## src/ilir_pkg.sv

```systemverilog
package ilir_pkg;

    localparam int CAPACITY   = 64;
    localparam int ELEM_WIDTH = 32;
    localparam int POS_W      = $clog2(CAPACITY);
    localparam int CNT_W      = $clog2(CAPACITY + 1);
    localparam int LANES      = 8;
    localparam int LANE_W     = $clog2(LANES);
    localparam int GROUPS     = CAPACITY / LANES;
    localparam int GROUP_W    = POS_W - LANE_W;

    typedef enum logic [1:0] {
        CMD_PUSH   = 2'd0,
        CMD_POP    = 2'd1,
        CMD_INSERT = 2'd2,
        CMD_REMOVE = 2'd3
    } cmd_t;

    typedef enum logic [1:0] {
        ST_OK    = 2'd0,
        ST_RANGE = 2'd1,
        ST_FULL  = 2'd2,
        ST_EMPTY = 2'd3
    } status_t;

    typedef enum logic [1:0] {
        OP_HOLD,
        OP_LOAD,
        OP_SHIFT_UP,
        OP_SHIFT_DOWN
    } cell_op_t;

    typedef enum logic {
        S_IDLE,
        S_EXEC
    } state_t;

    typedef struct packed {
        cmd_t        cmd;
        logic [5:0]  index;
        logic [31:0] value;
    } in_t;

    typedef struct packed {
        logic [31:0] data;
        status_t     status;
        logic [6:0]  count;
    } out_t;

    typedef struct packed {
        cell_op_t                op;
        logic [POS_W-1:0]        target;
        logic [ELEM_WIDTH-1:0]   value;
    } cell_ctrl_t;

endpackage

```

## src/ilir_cell.sv

```systemverilog
module ilir_cell
    import ilir_pkg::*;
(
    input  logic                  clk,
    input  logic [POS_W-1:0]      my_pos,
    input  cell_ctrl_t            ctrl,
    input  logic [ELEM_WIDTH-1:0] left,
    input  logic [ELEM_WIDTH-1:0] right,
    output logic [ELEM_WIDTH-1:0] q
);

    logic [ELEM_WIDTH-1:0] q_reg;
    logic [ELEM_WIDTH-1:0] q_next;

    always_comb
    begin
        q_next = q_reg;
        case (ctrl.op)
            OP_LOAD:
            begin
                if (my_pos == ctrl.target)
                begin
                    q_next = ctrl.value;
                end
            end
            OP_SHIFT_UP:
            begin
                if (my_pos > ctrl.target)
                begin
                    q_next = left;
                end
                else if (my_pos == ctrl.target)
                begin
                    q_next = ctrl.value;
                end
            end
            OP_SHIFT_DOWN:
            begin
                if (my_pos >= ctrl.target)
                begin
                    q_next = right;
                end
            end
            default:
            begin
                q_next = q_reg;
            end
        endcase
    end

    always_ff @(posedge clk)
    begin
        q_reg <= q_next;
    end

    assign q = q_reg;

endmodule

```

## config.mk

```make
export PLATFORM = sky130hd
export DESIGN_NAME = ilir_cell
export DESIGN_NICKNAME = d
export VERILOG_FILES = /design/src/ilir_pkg.sv /design/src/ilir_cell.sv
export SDC_FILE = /design/constraint.sdc
export NUM_CORES = 1
export LEC_CHECK = 0
export BUFFER_PORTS_ARGS = -buffer_cell sky130_fd_sc_hd__buf_2
export CAP_MARGIN = 5
export CORE_MARGIN = 5
export CORE_UTILIZATION = 39
export DETAILED_ROUTE_END_ITERATION = 8
export GPL_TIMING_DRIVEN = 0
export MAX_ROUTING_LAYER = met4
export PLACE_DENSITY_LB_ADDON = 0.15
export SLEW_MARGIN = 25
export SYNTH_ARGS = -nofsm -noshare
export SYNTH_HDL_FRONTEND = slang
export SYNTH_SLANG_ARGS = --single-unit
```

## constraint.sdc

```tcl
create_clock -name clk -period 3.05 [get_ports clk]
set_clock_uncertainty 0.2 [all_clocks]
set_input_delay 0.1525 -clock clk [delete_from_list [all_inputs] [get_ports clk]]
set_output_delay 0.1525 -clock clk [all_outputs]
set_load 0.05 [all_outputs]
```

==> results of run 1 <==
==> metrics by stage <==
| step | worst slack (ns) | hold WS (ns) | total power [W] | area [um^2] |
|---|---|---|---|---|
| floorplan | 0.459 | 0.147 | 0.00113 | 2340 |
| global placement | -0.220 | 0.231 | 0.00131 | 3140 |
| detailed placement | 0.620 | 0.237 | 0.00133 | 3180 |
| CTS | 0.904 | 0.00417 | 0.00167 | 3560 |
| global route | 0.827 | 0.0131 | 0.00175 | 3560 |
| finish | 0.922 | 0.0202 | 0.00165 | 3560 |
==> cell type report <==
| type | instances | area [um^2] |
|---|---|---|
| well taps | 75 | 93.8 |
| clock inverters | 1 | 5.00 |
| flip-flops and latches | 32 | 961 |
| inverters | 39 | 146 |
| multi-input cells | 119 | 1150 |
| repair buffers | 174 | 1050 |
| clock buffers | 6 | 72.6 |
| plain buffers | 13 | 90.1 |
| fillers | 496 | 2290 |
==> worst register-to-register path: stages, from the launching register on <==
cell and delay [ns]:
edfxtp_1 0.37, mux2_2 0.27, o221a_1 0.25
==> cell usage in the layout, fill, tap and decap left out, drive strengths merged, types with 2 or more instances in the layout <==
| master | instances |
|---|---|
| inv | 39 |
| o221ai | 31 |
| clkbuf | 9 |
| and2 | 2 |
| dlygate4sd3 | 31 |
| buf | 153 |
| mux2i | 31 |
| edfxtp | 32 |
| a21oi | 2 |
| ha | 6 |
| a31oi | 2 |
| nor2 | 3 |
| nand2 | 32 |
==> repair_timing <==
action,CTS,global route
hold buffers,31,0
gates resized for setup,0,0
hold endpoints to repair,31,0
buffers inserted,0,0
==> cell families after synthesis <==
logic type                 after synthesis  share of synthesized area [%]
buffers and inverters                   52                           10.2
adders and majority gates                6                           3.22
AOI/OAI and AO/OA                       40                           24.2
DFF                                     32                           41.2
muxes                                   32                           13.8
and+or+nand+nor                         41                           7.41
==> power by group <==
group          internal [W]  switching [W]  total [W]  leakage [nW]
logic              0.000258       0.000464   0.000722          1.24
clock network      0.000155       0.000151   0.000306        0.0410
registers          0.000588      0.0000369   0.000625         0.325
total               0.00100       0.000652    0.00165          1.61
==> worst max-delay path by stage <==
stage / start / endpoint / slack [ns] / cells past startpoint
after CTS: my_pos[5] / q[21] / 0.90 / 7
after global placement: ctrl[37] / q[24] / -0.22 / 7
after detailed placement: my_pos[5] / q[25] / 0.62 / 7
after floorplan: ctrl[37] / q[0] / 0.46 / 6
final: ctrl[37] / q[27] / 0.92 / 8
after global routing: ctrl[37] / q[21] / 0.83 / 8
==> per-layer routing <==
layer	global-route usage (%)	up-vias
met2	32.5	93
met5	-	-
met4	4.60	0
li1	-	1103
met3	4.64	8
met1	22.0	1002
==> impl_metrics.toml, run 1 <==
[die]
start_util_pct = 39.8
die_h_um = 87.3
rows = 28
io_pins = 143
core-area_mm2 = 0.00585
die_area_mm2 = 0.00762
die_w_um = 87.3

[layout]
fin_util_pct = 60.9
antenna_cells = 0
layoutNonFillerInstCount = 459
layout.nets = 501
drive_gt1_share_pct = 50.8
syn2layout_area_growth_pct = 53.0
largest_reg_flops = 32

[grt]
antenna_found_initial = 0
track_usage_pct = 18.8
gr-total-overflow = 0
grt_pass1_wl_um = 10900
grt_pass1_vias = 2394
grt_max_degree = 18

[worst_setup_path]
crit_family = "compound AO/OA/AOI/OAI gates"
r2r_slack_ns = 1.71
ff2ff_path_depth = 2
crit_buf_inv = 3
crit_type = "primary input to flop"
path_max_fanout = 17
start_kind = "primary input"
worstPathArrival_ns = 1.92
crit_path_end_kind = "flop"
max_stage_delay_ns = 0.63
r2r-end = "q[0]"
required_ns = 2.84
crit_slowest_cell = "a31oi_4"
reg2reg_from = "q[0]"
crit_chain = "buf_2 -> inv_1 -> ha_1 -> and4_4 -> o21a_4 -> nor3_1 -> a31oi_4 -> buf_16"

[synth]
ys_top_cells_by_count = "inv_1 (39), edfxtp_1 (32), nand2_1 (32)"
synth-seq-cells = 32
yosys-top-cells-area = "edfxtp_1 (41%), o221ai_2 (19%), mux2i_1 (13%), inv_1 (6.3%), nand2_1 (5.2%)"
syn-cell-area_mm2 = 0.00233
synth-async-reset-ratio_pct = 0
yosysSeqAreaShare_pct = 41.2
yosysTopAreaCell = "edfxtp_1"
ys.warnings.count = 0
synth_most_common_cell = "inv_1"
yosys_most_used_dff = "edfxtp_1"
synth_area_per_cell_um2 = 11.5
syn_nets = 320
synth_top_area_share_pct = 41.2
yosys.cell_types.count = 25
synth-edff-count = 32
synth_cells = 203

[clocking]
cts_made_buffers = 5
path_clk_slew_ns = 0.07
clk_path_buf_depth = 2
cts-root-buf = "clkbuf_8"
clkSinkCount = 32
clkLatencyLatePin_ns = 0.27
ctsHtreeMaxLevel = 2
cts_tree = "built"

[placed_design]
port_buffers = 142
gp_congestion = 0.734
dp.cells = 421
dp_hpwl_um = 5060

[routing]
wl_met1_um = 2680
ant_nets = 0
wl_per_cell_um = 15.1
drc = 0
wl_um = 6950
met2WireLength_um = 3620
wl_met3_um = 566
first_pass_iters = 4
via_per_inst = 4.81
top_layer = "met4"
drtIter0Drc = 66
via_count = 2206

[sta]
max_freq_mhz = 470
slew_headroom_pct = 52.6
hold_violations = 0
finalSetupViolCount = 0
slew_viol_final = 0
period_share_pct = 69.8
tightest_slew_ns = 0.711
final.setup.tns_ns = 0
rsz0062_at_grt = "false"
fin_crit_ns = 2.13

[power]
vdd_drop_max_mv = 0.251
power.leakage_nw = 1.61
p_per_area_mw_per_mm2 = 464

[hold_path]
hold_end = "q[0]"
hold_class = "primary input to flop"
min-delay-start = "left[0]"
holdPathStages = 2

[outcome]
status = "completed"

[job]
maxCapViolCount = 0
No activity file was read; power rests on OpenSTA's default activity.
==> run 2, diff against run 1 <==
- ABC_AREA: unset -> 1
- CORE_UTILIZATION: 39 -> 43
- clock period: 3.05 -> 1.9 ns (I/O delays scaled with it)
==> impl_metrics.toml, run 2 <==
[synth]
yosys-mux-area-fraction_pct = 0
synth_most_common_cell = "nand2_1"
synth_cells = 482
synth-adder-area-share_pct = 2.49
yosysSeqAreaShare_pct = 31.9
syn_nets = 599
synth-edff-count = 32
yosysTopAreaCell = "edfxtp_1"
synth-async-reset-ratio_pct = 0
yosys.area_share.simple_pct = 41.1
synth-seq-cells = 32
yosys_most_used_dff = "edfxtp_1"
synth_top_area_share_pct = 31.9
yosys-top-cells-area = "edfxtp_1 (32%), nand2_1 (21%), inv_1 (13%), nand3_1 (11%), nand3b_1 (8.0%)"
yosys.cell_types.count = 19
ys_top_cells_by_count = "nand2_1 (171), inv_1 (108), nand3_1 (64)"
synth_compound_area_share_pct = 5.82
syn-cell-area_mm2 = 0.00301
yosys.area_share.xor_xnor_pct = 0
ys.warnings.count = 0
synth_area_per_cell_um2 = 6.24
synth_top_family_by_area = "simple AND/OR/NAND/NOR gates"

[grt]
gr-total-overflow = 0
grt_max_degree = 20
grt_pass1_wl_um = 15300
track_usage_pct = 22.2
antenna_found_initial = 0
grt_pass1_vias = 3357

[layout]
drive_gt1_share_pct = 29.2
layoutNonFillerInstCount = 750
n_fill_cell = 663
layout.nets = 773
layout_commonest_cell = "nand2_1"
syn2layout_area_growth_pct = 43.6
antenna_cells = 0
largest_reg_flops = 32
final_cell_mix = "nand2_1 (168), buf_2 (149), inv_1 (104)"

[placed_design]
dp_slack_ns = -0.643
dp.cells = 721
port_buffers = 142
dp_hpwl_um = 7000
gp_congestion = 0.878

[worst_setup_path]
worstPathArrival_ns = 1.58
required_ns = 1.69
crit_path_end_kind = "flop"
crit_type = "primary input to flop"
start_kind = "primary input"
path_max_fanout = 7

[sta]
tightest_slew_ns = 0.533
worst_slack_ns = 0.110
period_share_pct = 94.2
finalSetupViolCount = 0
slew_headroom_pct = 64.4
hold_violations = 0
slew_viol_final = 0
rsz0062_at_grt = "false"
fin_crit_ns = 1.79
max_freq_mhz = 559

[routing]
via_per_inst = 4.76
via_count = 3567
wl_per_cell_um = 13.1
wl_um = 9820
drtIter0Drc = 200
ant_nets = 0
first_pass_iters = 5
drc = 0

[clocking]
clkSinkCount = 32
cts-root-buf = "clkbuf_8"
ctsHtreeMaxLevel = 2
cts_tree = "built"
path_clk_slew_ns = 0.06
clkLatencyLatePin_ns = 0.27
clk_path_buf_depth = 2
cts_made_buffers = 5

[die]
rows = 30
die_h_um = 93.7
core-area_mm2 = 0.00679
io_pins = 143
die_w_um = 93.7
die_area_mm2 = 0.00877
start_util_pct = 44.3

[hold_path]
hold_class = "primary input to flop"

[power]
vdd_drop_max_mv = 0.316
power.leakage_nw = 2.46
p_per_area_mw_per_mm2 = 655

[outcome]
status = "completed"

[job]
maxCapViolCount = 0
[run 2: changes by cell type in the layout (fill, tap and decap cells not counted), sizes merged, moves of 10 or more]
cell / before / now
inv: 39 / 108
nand2: 32 / 172
nand3b: 0 / 32
dlygate4sd3: 31 / 17
mux2i: 31 / 0
nand3: 0 / 65
clkbuf: 9 / 19
o21ai: 0 / 32
o221ai: 31 / 0
buf: 153 / 164
[run 2: where the power goes]
part           switching, W  internal (W)
combinational      0.000926      0.000458
sequential        0.0000513      0.000923
clock              0.000235      0.000236
total               0.00121       0.00162
[run 2: worst max-delay path: stages]
cell	delay [ns]
clkbuf_4	0.16
inv_12	0.03
ha_4	0.26
nand2_4	0.05
nor2_4	0.11
nand2_1	0.10
nand3_4	0.12
buf_8	0.12
a21oi_4	0.04
a21oi_4	0.28
clkbuf_16	0.21
[run 2: path summary, 6_finish.rpt]
kind              startpoint  endpoint  slack [ns]  cells past startpoint
setup / recovery    ctrl[35]     q[28]        0.11                     11
setup reg to reg       q[19]     q[19]        0.64                      6
hold reg to reg        q[23]     q[23]        0.55                      6
hold / removal      right[4]      q[4]       0.009                      5
[run 2: layout make-up]
cell class	count	area [um^2]	area share [%]
multi-input combinational	313	1590	36.7
timing repair buffer	167	981	22.7
sequential	32	961	22.2
inverter	109	435	10.1
buffer	28	170	3.94
tap	96	120	2.78
clock buffer	5	68.8	1.59
[run 2: repair_timing]
item	4_1_cts	5_1_grt
resized for setup	0	13
cloned	0	2
buffers inserted	3	2
hold endpoints to repair	17	0
pin swaps	2	1
endpoints found under the setup margin	32	41
hold buffers	17	0
[run 2: layer usage]
metal	vias to the layer above	wire length [um]	share of wire, %	global-route usage, %
li1	1834	-	-	-
met1	1567	4130	42	29.0
met2	156	4830	49	36.2
met3	10	763	7.8	3.13
met4	0	93	0.95	6.02
met5	-	0	0	-
[run 2: cell families (layout without fill, tap and decap cells)]
group | Yosys count | in the layout
buffers and inverters | 137 | 309
adder cells (fa/ha/maj) | 6 | 6
AND/OR/NAND/NOR | 272 | 272
flip-flops | 32 | 32
AO/OA/AOI/OAI | 35 | 35
[run 2: through the flow]
step | utilization, % | setup TNS [ns] | area [um^2] | hold WS, ns | total power (W)
after floorplan | - | -7.33 | 3130 | 0.167 | 0.00193
after global placement | 58.3 | -32.18 | 3960 | 0.264 | 0.00226
after detailed placement | 58.7 | -22.74 | 3990 | 0.268 | 0.00230
after CTS | 62.7 | 0 | 4260 | 0.000814 | 0.00281
after global routing | 63.6 | 0 | 4320 | 0.0215 | 0.00300
final | 63.6 | 0 | 4320 | 0.00862 | 0.00283
